**src/design/uyv_pkg.sv**
```systemverilog
// Package for the UYVY 4:2:2 to RGB888 converter.
// Holds the fixed-point matrix coefficients, sample types and stage structs.
// Depends on nothing; used by every module of the block.
package uyv_pkg;

	localparam int FRAC_BITS = 14;
	localparam int TERM_W    = 23;
	localparam int ACC_W     = 25;

	typedef logic        [7:0]        byte_t;
	typedef logic signed [7:0]        chroma_t;
	typedef logic signed [TERM_W-1:0] term_t;
	typedef logic signed [ACC_W-1:0]  acc_t;

	localparam term_t COEF_R_U = -23'sd15;
	localparam term_t COEF_R_V = 23'sd22965;
	localparam term_t COEF_G_U = -23'sd5631;
	localparam term_t COEF_G_V = -23'sd11701;
	localparam term_t COEF_B_U = 23'sd29035;
	localparam term_t COEF_B_V = 23'sd16;

	typedef struct packed {
		term_t r;
		term_t g;
		term_t b;
	} chroma_terms_t;

	typedef struct packed {
		byte_t r;
		byte_t g;
		byte_t b;
	} rgb_t;

endpackage

```
**src/design/uyv_chroma.sv**
```systemverilog
// Shared chroma unit: removes the chroma offset and forms the chroma part of each channel.
// The result is registered once and feeds both pixel lanes.
// Depends on uyv_pkg.
module uyv_chroma (
	input  logic                  clk,
	input  uyv_pkg::byte_t        chroma_u,
	input  uyv_pkg::byte_t        chroma_v,
	output uyv_pkg::chroma_terms_t terms_s1
);
	import uyv_pkg::*;

	chroma_t       u_off;
	chroma_t       v_off;
	term_t         u_ext;
	term_t         v_ext;
	chroma_terms_t terms;

	// Subtracting 128 from an unsigned byte is the same as flipping its top bit.
	assign u_off = chroma_t'({~chroma_u[7], chroma_u[6:0]});
	assign v_off = chroma_t'({~chroma_v[7], chroma_v[6:0]});
	assign u_ext = term_t'(u_off);
	assign v_ext = term_t'(v_off);

	always_comb begin
		terms.r = term_t'(COEF_R_U * u_ext) + term_t'(COEF_R_V * v_ext);
		terms.g = term_t'(COEF_G_U * u_ext) + term_t'(COEF_G_V * v_ext);
		terms.b = term_t'(COEF_B_U * u_ext) + term_t'(COEF_B_V * v_ext);
	end

	always_ff @(posedge clk) begin
		terms_s1 <= terms;
	end

endmodule

```
**src/design/uyv_lane.sv**
```systemverilog
// One pixel lane: adds the scaled luma to the shared chroma terms, then truncates and saturates.
// The saturated pixel is registered at the lane output.
// Depends on uyv_pkg.
module uyv_lane (
	input  logic                   clk,
	input  uyv_pkg::byte_t         luma_s1,
	input  uyv_pkg::chroma_terms_t terms_s1,
	output uyv_pkg::rgb_t          pixel_s2
);
	import uyv_pkg::*;

	acc_t luma_scaled;
	rgb_t pixel;

	function automatic byte_t clamp_channel(acc_t acc);
		byte_t res;
		if (acc[ACC_W-1]) begin
			res = 8'd0;
		end else if (|acc[ACC_W-2:FRAC_BITS+8]) begin
			res = 8'd255;
		end else begin
			res = acc[FRAC_BITS+7:FRAC_BITS];
		end
		return res;
	endfunction

	assign luma_scaled = acc_t'({1'b0, luma_s1, {FRAC_BITS{1'b0}}});

	always_comb begin
		pixel.r = clamp_channel(luma_scaled + acc_t'(terms_s1.r));
		pixel.g = clamp_channel(luma_scaled + acc_t'(terms_s1.g));
		pixel.b = clamp_channel(luma_scaled + acc_t'(terms_s1.b));
	end

	always_ff @(posedge clk) begin
		pixel_s2 <= pixel;
	end

endmodule

```
**src/design/uyvy422_to_rgb888.sv**
```systemverilog
// Top level of the UYVY 4:2:2 to RGB888 converter.
// Instantiates the shared chroma unit and two pixel lanes and merges their results.
// Depends on uyv_pkg, uyv_chroma and uyv_lane.

// The converter takes one UYVY item in every clock cycle and never raises busy. Each item
// passes the following stages in order, and done is high for a single cycle as its result comes out: one stage
// for the chroma products, one for the luma add and saturation in each of the two pixel
// lanes, and one output register that merges both pixels with the frame end mark. The
// receiver cannot stall the block, so it must take every result in the cycle it appears.
module uyvy422_to_rgb888 (
	input  logic           clk,
	input  logic           arst_n,
	input  logic           start,
	output logic           busy,
	input  uyv_pkg::byte_t chroma_u,
	input  uyv_pkg::byte_t luma_first,
	input  uyv_pkg::byte_t chroma_v,
	input  uyv_pkg::byte_t luma_second,
	input  logic           frame_end_in,
	output logic           done,
	output uyv_pkg::byte_t red_first,
	output uyv_pkg::byte_t green_first,
	output uyv_pkg::byte_t blue_first,
	output uyv_pkg::byte_t red_second,
	output uyv_pkg::byte_t green_second,
	output uyv_pkg::byte_t blue_second,
	output logic           frame_end_out
);
	import uyv_pkg::*;

	logic          vld_s1;
	logic          vld_s2;
	logic          done_q;
	byte_t         luma_first_s1;
	byte_t         luma_second_s1;
	logic          frame_end_s1;
	logic          frame_end_s2;
	chroma_terms_t terms_s1;
	rgb_t          pix_first_s2;
	rgb_t          pix_second_s2;
	rgb_t          pix_first_q;
	rgb_t          pix_second_q;
	logic          frame_end_q;

	assign busy = 1'b0;

	always_ff @(posedge clk or negedge arst_n) begin
		if (!arst_n) begin
			vld_s1 <= 1'b0;
			vld_s2 <= 1'b0;
			done_q <= 1'b0;
		end else begin
			vld_s1 <= start && !busy;
			vld_s2 <= vld_s1;
			done_q <= vld_s2;
		end
	end

	always_ff @(posedge clk) begin
		luma_first_s1  <= luma_first;
		luma_second_s1 <= luma_second;
		frame_end_s1   <= frame_end_in;
		frame_end_s2   <= frame_end_s1;
	end

	uyv_chroma u_chroma (
		.clk      (clk),
		.chroma_u (chroma_u),
		.chroma_v (chroma_v),
		.terms_s1 (terms_s1)
	);

	uyv_lane u_lane_first (
		.clk      (clk),
		.luma_s1  (luma_first_s1),
		.terms_s1 (terms_s1),
		.pixel_s2 (pix_first_s2)
	);

	uyv_lane u_lane_second (
		.clk      (clk),
		.luma_s1  (luma_second_s1),
		.terms_s1 (terms_s1),
		.pixel_s2 (pix_second_s2)
	);

	always_ff @(posedge clk) begin
		pix_first_q  <= pix_first_s2;
		pix_second_q <= pix_second_s2;
		frame_end_q  <= frame_end_s2;
	end

	assign done          = done_q;
	assign red_first     = pix_first_q.r;
	assign green_first   = pix_first_q.g;
	assign blue_first    = pix_first_q.b;
	assign red_second    = pix_second_q.r;
	assign green_second  = pix_second_q.g;
	assign blue_second   = pix_second_q.b;
	assign frame_end_out = frame_end_q;

	a_done_follows_start: assert property (@(posedge clk) disable iff (!arst_n)
		done |-> $past(start, 3))
		else $error("Result strobe without an item taken three cycles before.");

	a_frame_end_aligned: assert property (@(posedge clk) disable iff (!arst_n)
		done |-> (frame_end_out == $past(frame_end_in, 3)))
		else $error("Frame end mark out of step with its item.");

	a_vld_chain: assert property (@(posedge clk) disable iff (!arst_n)
		vld_s2 |=> done)
		else $error("Item lost between the lanes and the output register.");

endmodule

```
**config.mk**
```make
export PLATFORM = sky130hd
export DESIGN_NAME = uyvy422_to_rgb888
export DESIGN_NICKNAME = d
export VERILOG_FILES = /design/src/design/uyv_pkg.sv /design/src/design/uyv_chroma.sv /design/src/design/uyv_lane.sv /design/src/design/uyvy422_to_rgb888.sv
export SDC_FILE = /design/constraint.sdc
export NUM_CORES = 1
export LEC_CHECK = 0
export BUFFER_PORTS_ARGS = -buffer_cell sky130_fd_sc_hd__buf_2
export CORE_MARGIN = 1
export CORE_UTILIZATION = 28
export DETAILED_ROUTE_END_ITERATION = 7
export PLACE_DENSITY_LB_ADDON = 0.05
export SYNTH_ARGS = -nofsm -noshare
export SYNTH_HDL_FRONTEND = slang
export SYNTH_SLANG_ARGS = --single-unit
```
**constraint.sdc**
```tcl
create_clock -name clk -period 3.7 [get_ports clk]
set_input_delay 0.555 -clock clk [delete_from_list [all_inputs] [get_ports clk]]
set_output_delay 0.555 -clock clk [all_outputs]
set_load 0.03 [all_outputs]
```
======== Yosys cells after proc, flatten, opt, wreduce, memory -nomap -nowiden ========
Index checks and enable logic that the tools add are counted.
operators by class
  add/sub/neg operators ................... 9
  multipliers ............................. 5
  multiplexer cells ....................... 6
  bitwise gates (word level) .............. 2
  reduce and logical (&&, ||, !) cells .... 6
operators by type and width
  kind                   count
  $add 23x23->24         6
  $mux 8                 6
  $add 23x23->23         2
  $mul 16x8->23 const A  2
  $add 23x12->23         1
  $mul 15x8->23 const A  1
  $mul 14x8->22 const A  1
  $mul 5x8->13 const A   1
  $reduce_or 2->1        6
  $not 1->1              2
word-level totals
  flip-flop bits (word level) ............. 187
  bits of input ports ..................... 36
  output and inout bits ................... 51
  logic and storage cells ................. 51

======== Longest topological paths before layout ========
Gate-level depths: netlist (run 1).
  depth after elaboration ................. 3
  depth in mapped cells ................... 28
  depth with buffers taken out ............ 28

======== Hierarchy ========
From an unflattened synthesis (run 1), not the netlist that was laid out.
second synthesis, totals
  cell total of the unflattened synthesis .. 1,719
  area total of the unflattened synthesis .. 17,261.6 um^2
modules (own cells, without submodules)
  module             instances  cells an instance  area an instance (um^2)  seq. area each (um^2)
  uyv_chroma         1          1,195              12,017.8                 1,361.3
  uyv_lane           2          226                1,908.1                  480.5
  uyvy422_to_rgb888  1          72                 1,427.6                  1,416.4

======== Worst setup path after synthesis (run 1) ========
No wires, ideal clock.
  path kind ............................... input-to-reg
  start point ............................. in chroma_u[0]
  end point ............................... reg, netlist name u_chroma.terms_s1[68]
  library setup time ...................... 0.072 ns
  arrival ................................. 7.444 ns
  required time ........................... 3.628 ns
  path slack .............................. -3.816 ns
  stages on the path ...................... 28
  path buffers ............................ 0
  cell sequence ........................... inv_1 -> fa_1 -> ha_1 -> ha_1 -> fa_1 -> a21o_1 -> a21oi_1 -> nor2b_1 -> nor2_1 -> o21bai_1 -> xnor2_1 -> inv_1 -> fa_1 -> inv_1 -> fa_1 -> inv_1 -> fa_1 -> fa_1 -> ha_1 -> ha_1 -> a21oi_1 -> o21ai_0 -> or3_2 -> o2111ai_2 -> a311oi_2 -> a21o_1 -> a21oi_2 -> xnor2_1
RTL lines
  item                RTL line                 source
  start: declaration  uyvy422_to_rgb888.sv:15  input uyv_pkg::byte_t chroma_u,

==> qor.yml, run 1 <==
status:
  status: "complete, but fails checks"
  violations: "negative setup slack"
finish:
  final_common_cell: "ha_1"
  fin_util_pct: 37.8
  finalNetCount: 2196
  diodes: 0
  area_growth_pct: 32.9
  final_layout_size_suffix_gt1_share_pct: 28.6
  final_cell_mix: "ha_1 (269), inv_1 (265), buf_4 (193)"
  layout.cells.non_filler: 2345
placed_design:
  place_inst: 2298
  port-buffer-count: 85
  gp_congestion: 0.798
  hpwl_um: 32800
  place_ws_ns: -3.33
route:
  detail_route.iter0.violations: 166
  viasPerCell: 4.12
  via_count: 9661
  ant_nets: 0
  firstDrtPassIters: 4
  wl_per_cell_um: 15.8
  drc: 0
  wl_um: 37000
critical_path:
  cp-start-kind: "input port"
  end_kind: "flip-flop"
  critPathRequiredTime_ns: 4.01
  critPathMaxFanout: 8
  cp.arrival_ns: 6.78
  critPathKind: "input port to flip-flop"
grt:
  grt_pass1_wl_um: 59000
  antenna_found_initial: 0
  overflow: 0
  first_global_vias: 10600
  grtUsageTotal_pct: 14.8
  grt_start_max_net_pins: 17
logic_synthesis:
  ys.flop_type: "dfxtp_1"
  ys_seq_area_share_pct: 20.4
  syn_nets: 1881
  ys.warnings.count: 0
  netlist_area_um2: 14300
  synth_edf_count: 0
  synthCells: 1345
  ys_types: 47
  synth-async-reset-ratio_pct: 2.07
  avgSynthCellArea_um2: 10.7
  ys_ff_latch: 145
die:
  io_pins: 87
  num_rows: 82
  core_um2: 50400
  die_height_um: 228
  dieArea_um2: 52100
  start_util_pct: 28.5
  die_w_um: 228
sta:
  relSlewSlack_pct: 59.0
  slew_violations: 0
  fin_ws_ns: -2.77
  final_hold_viol_count: 0
  grt_setup_unrepaired: "yes"
  fin_skew_ns: 0.0100
  worstMarginPinSlew_ns: 0.610
  min_period_ns: 6.47
  timing.fmax_ghz: 0.155
  finalSetupViolations: 27
  fin_crit_sh_pct: 175
clock_network:
  cts.sinks: 145
  cts_buffer_depth: 2
  clkTransAtPathRegs_ns: 0.07
  cts_tree: "built"
  clk_latency_ns: 0.43
  ctsHtreeMaxLevel: 4
  clockRootBuffer: "clkbuf_16"
  cts_buffers: 17
job:
  drv_cap: 0
min_path:
  hp-class: "input port to flip-flop"
## final timing paths
check	start	to	slack (ns)	cells past startpoint
max in group asynchronous	arst_n	vld_s2	3.16	2
max reg2reg	luma_second_s1[1]	u_lane_second.pixel_s2[13]	0.84	10
max	chroma_u[7]	u_chroma.terms_s1[44]	-2.77	28
min	luma_second[7]	luma_second_s1[7]	0.22	1
min reg2reg	u_lane_second.pixel_s2[6]	blue_second[6]	0.32	0
min in group asynchronous	arst_n	done	0.44	2
## area by class of cell
cell class,count,area (µm²)
Clock buffer,18,439
Clock inverter,14,143
Fill cell,5090,31300
Inverter,287,1100
Multi-Input combinational cell,912,11400
Sequential cell,145,2920
Tap cell,672,841
Timing Repair Buffer,297,2200
## logic make-up after synthesis
family | synth area share [%]
AOI/OAI and AO/OA | 9.35
xor gates and xnor gates | 6.11
adders and majority gates | 52.8
buffers and inverters | 7.57
DFF | 20.4
other | 0.0262
and+or+nand+nor | 3.78
## Yosys cell counts (3+ instances only)
cell type	instances	area [µm²]
o21ai_0	35	175
xor2_1	30	263
nor2_1	37	139
and2_1	3	18.8
a31oi_1	9	56.3
nor2b_1	7	43.8
a21oi_1	47	235
ha_1	325	4070
nand3b_1	6	45.0
nand2b_1	8	50.1
nor3_1	4	20.0
inv_1	287	1080
nand2_1	33	124
a211oi_1	4	30.0
dfxtp_1	142	2840
o21a_1	54	405
xnor2_1	70	613
a21o_1	23	173
nand3_1	4	20.0
fa_1	175	3500
o21bai_1	5	37.5
dfrtp_1	3	75.1
a21boi_0	6	45.0
## metrics by stage
step	hold WS, ns	setup TNS, ns	area [µm²]
detailed placement	0.312	-68.59	17600
global route	0.203	-55.35	19100
floorplan	0.259	-54.04	14800
finish	0.221	-49.28	19100
global placement	0.310	-68.36	17600
CTS	0.194	-50.97	18700
## critical path, cell delays in order
cell and delay (ns):
buf_4 0.10, clkinvlp_4 0.08, buf_12 0.15, ha_4 0.25, xnor2_1 0.12, ha_1 0.30, inv_2 0.04, fa_1 0.52
inv_1 0.05, fa_1 0.53, ha_4 0.23, a21o_1 0.17, a21o_1 0.20, a31oi_4 0.18, xor2_2 0.10, fa_1 0.50
inv_1 0.05, fa_1 0.49, inv_2 0.04, fa_1 0.50, fa_1 0.53, inv_2 0.05, ha_4 0.21, ha_4 0.29
nand3_4 0.06, o211ai_1 0.23, a21oi_1 0.12, xnor2_1 0.13
## repair_timing
item,in CTS,in global routing
gates cloned,0,0
hold endpoints to repair,3,0
setup buffers,8,8
resized for setup,82,48
hold buffers,1,0
pin swaps,69,44
endpoints found under the setup margin,27,27
## metal layers
metal / up-vias / part of all wire (%) / track usage [%]
met2: 106 / 48 / 25.2
met3: 30 / 1.5 / 1.18
li1: 4968 / - / -
met5: - / 0 / 0
met4: 0 / 2.1 / 4.30
met1: 4557 / 49 / 19.9
## state kept, by name, indices dropped and copies added (netlist names)
| name | cells |
|---|---|
| u_chroma.terms_s1 | 27 |
| u_lane_first.pixel_s2 | 24 |
| u_lane_second.pixel_s2 | 24 |
| blue_first | 8 |
| blue_second | 8 |
| green_first | 8 |
| green_second | 8 |
| luma_first_s1 | 8 |
| luma_second_s1 | 8 |
| red_first | 8 |
| red_second | 8 |
| done | 1 |
| frame_end_out | 1 |
| frame_end_s1 | 1 |
| frame_end_s2 | 1 |
| vld_s1 | 1 |
| vld_s2 | 1 |
Power of run 1 is left out: the tool's default activity adds up to more than one toggle a clock period on the data nets, which glitch-free logic cannot reach.
==> run 2, diff against run 1 <==
--- a/config.mk
+++ b/config.mk
@@ -6,10 +6,12 @@
 export NUM_CORES = 1
 export LEC_CHECK = 0
 export BUFFER_PORTS_ARGS = -buffer_cell sky130_fd_sc_hd__buf_2
+export CORE_ASPECT_RATIO = 0.6
 export CORE_MARGIN = 1
 export CORE_UTILIZATION = 28
+export CTS_CLUSTER_SIZE = 10
 export DETAILED_ROUTE_END_ITERATION = 7
-export PLACE_DENSITY_LB_ADDON = 0.05
+export PLACE_DENSITY_LB_ADDON = 0.25
 export SYNTH_ARGS = -nofsm -noshare
 export SYNTH_HDL_FRONTEND = slang
 export SYNTH_SLANG_ARGS = --single-unit
==> run 2 against run 1 <==
  * Via count up 3.0%
  * Final cell count is 0.13% higher
  * Clock skew up 0.0040 ns
  * The flow still finishes with violations (negative setup slack)
  * Maximum frequency down 1.1%
  * Wire length grew 0.74%
  * Register-to-register slack improved by 0.06 ns
  * First-iteration DRC count rose to 2.5 times the previous value
  * Utilization up 0.22 points
==> qor.yml, run 2 (synthesis gave the netlist of run 1 again) <==
status:
  status: "complete, but fails checks"
  violations: "negative setup slack"
placed_design:
  place_inst: 2305  # +0.30%
  place_ws_ns: -3.38  # -0.0590 ns
  dpl_cell_area_um2: 17600  # -0.20%
  port-buffer-count: 85  # unchanged
  hpwl_um: 33300  # +1.7%
  gp_congestion: 0.886  # +11%
route:
  wl_um: 37300  # +0.74%
  wl_per_cell_um: 15.9  # +0.61%
  via_count: 9946  # +3.0%
  viasPerCell: 4.24  # +2.8%
  detail_route.iter0.violations: 421  # +150%
  ant_nets: 0  # unchanged
  firstDrtPassIters: 5  # +1
  drc: 0  # unchanged
die:
  die_w_um: 294  # +29%
  io_pins: 87  # unchanged
  num_rows: 63  # -23%
  start_util_pct: 28.7  # +0.23 points
  die_height_um: 177  # -22%
  core_um2: 50000  # -0.79%
  dieArea_um2: 52100  # about the same
finish:
  final_common_cell: "ha_1"
  fin_area_um2: 19000  # -0.22%
  final_layout_size_suffix_gt1_share_pct: 28.5  # -0.043 points
  reg.largest.list: "u_chroma.terms_s1 x27, u_lane_first.pixel_s2 x24, u_lane_second.pixel_s2 x24"
  finalNetCount: 2188  # -0.36%
  fillers: 4947  # -2.8%
  top_register: "u_chroma.terms_s1"
  largest_register_ffs: 27  # unchanged
  final_cell_mix: "ha_1 (271), inv_1 (264), buf_4 (186)"
  area_growth_pct: 32.6
  layout.cells.non_filler: 2348  # +0.13%
sta:
  worstMarginPinSlew_ns: 0.638  # +0.0273 ns
  fin_crit_sh_pct: 177  # +1.9 points
  timing.fmax_ghz: 0.153  # -1.1%
  slew_violations: 0  # unchanged
  final_hold_viol_count: 0  # unchanged
  relSlewSlack_pct: 57.2  # -1.8 points
  min_period_ns: 6.54  # +0.0704 ns
  fin_skew_ns: 0.0140  # +0.00403 ns
  grt_setup_unrepaired: "yes"
  fin_ws_ns: -2.84  # -0.0704 ns
  finalSetupViolations: 27  # unchanged
grt:
  grtUsageTotal_pct: 15.1  # +0.29 points
  grt_start_max_net_pins: 17  # unchanged
  overflow: 0  # unchanged
  antenna_found_initial: 2  # +2
  first_global_vias: 10500  # -0.52%
  grt_pass1_wl_um: 58900  # -0.14%
critical_path:
  slowest_delay_ns: 0.54  # about the same
  critPathRequiredTime_ns: 4.02  # about the same
  reg2reg_depth: 10  # unchanged
  path_buf_inv: 5  # -3
  cp-start-kind: "input port"
  end_kind: "flip-flop"
  r2r-end: "u_lane_first.pixel_s2[14]"
  slowest_stage: "fa_2"
  rr_startpoint: "luma_first_s1[1]"
  cp.arrival_ns: 6.86  # +0.08 ns
  critPathKind: "input port to flip-flop"
  critPathMaxFanout: 3  # -5
  reg2reg_slack_ns: 0.90  # +0.06 ns
  crit_family: "adder cells"
clock_network:
  cts.sinks: 145  # unchanged
  cts_tree: "built"
  clk_latency_ns: 0.43  # about the same
  cts_buffer_depth: 2  # unchanged
  clkTransAtPathRegs_ns: 0.06  # about the same
  clockRootBuffer: "clkbuf_16"
  ctsHtreeMaxLevel: 4  # unchanged
  cts_buffers: 17  # unchanged
job:
  drv_cap: 0  # unchanged
min_path:
  hold-path-cell-count: 1  # unchanged
  min_from: "luma_first[1]"
  hp-class: "input port to flip-flop"
  holdPathEnd: "luma_first_s1[1]"
==> run 2: final cells by class <==
type,count,area [µm²],area share (%)
Multi-Input combinational cell,912,11400,60.1
Sequential cell,145,2920,15.4
Timing Repair Buffer,289,2090,11.0
Inverter,287,1090,5.74
Tap cell,682,853,4.49
Clock buffer,19,433,2.28
Clock inverter,13,200,1.05
Antenna cell,1,2.50,0.0132
==> run 2: worst reg2reg max path: cells and delay by family, from the launching register on <==
| kind | cells | cell delay, ns |
|---|---|---|
| XOR/XNOR | 1 | 0.47 |
| AND/OR/NAND/NOR | 2 | 0.24 |
| flip-flops | 1 | 0.47 |
| adder cells (fa/ha/maj) | 1 | 0.51 |
| AO/OA/AOI/OAI | 5 | 0.82 |
| buffers and inverters | 1 | 0.24 |
==> run 2: routing by layer <==
metal	vias up	GRT usage, %	routed length, µm	share of wire (%)
li1	4977	-	-	-
met2	125	20.3	14200	38
met4	0	1.58	116	0.31
met5	-	0	0	0
met1	4836	24.4	21000	56
met3	8	3.26	1990	5.3
==> run 2: per-stage QoR <==
step                TNS, ns  utilization, %  hold slack [ns]
global route         -56.39            38.0            0.205
finish               -51.81            38.0            0.224
CTS                  -52.77            37.3            0.201
global placement     -68.05            35.1            0.311
floorplan            -54.04               -            0.259
detailed placement   -68.71            35.1            0.313
==> run 2: worst max-delay path by stage <==
stage / startpoint / slack [ns] / cells after the start / endpoint
global placement: chroma_u[1] / -3.36 / 29 / u_chroma.terms_s1[68]
detailed placement: chroma_u[1] / -3.38 / 29 / u_chroma.terms_s1[68]
CTS: chroma_u[0] / -2.80 / 29 / u_chroma.terms_s1[68]
global route: chroma_u[0] / -3.06 / 27 / u_chroma.terms_s1[45]
floorplan: chroma_u[0] / -3.15 / 28 / u_chroma.terms_s1[68]
finish: chroma_u[0] / -2.84 / 29 / u_chroma.terms_s1[68]
==> run 2: repair_timing <==
item                                   CTS  global route
hold buffers                             1             0
buffers inserted                        13             6
endpoints found under the hold margin    3             0
pin swaps                               60            74
resized for setup                       69            67
setup endpoints to repair               27            27
Power of run 2 is left out for the same reason.
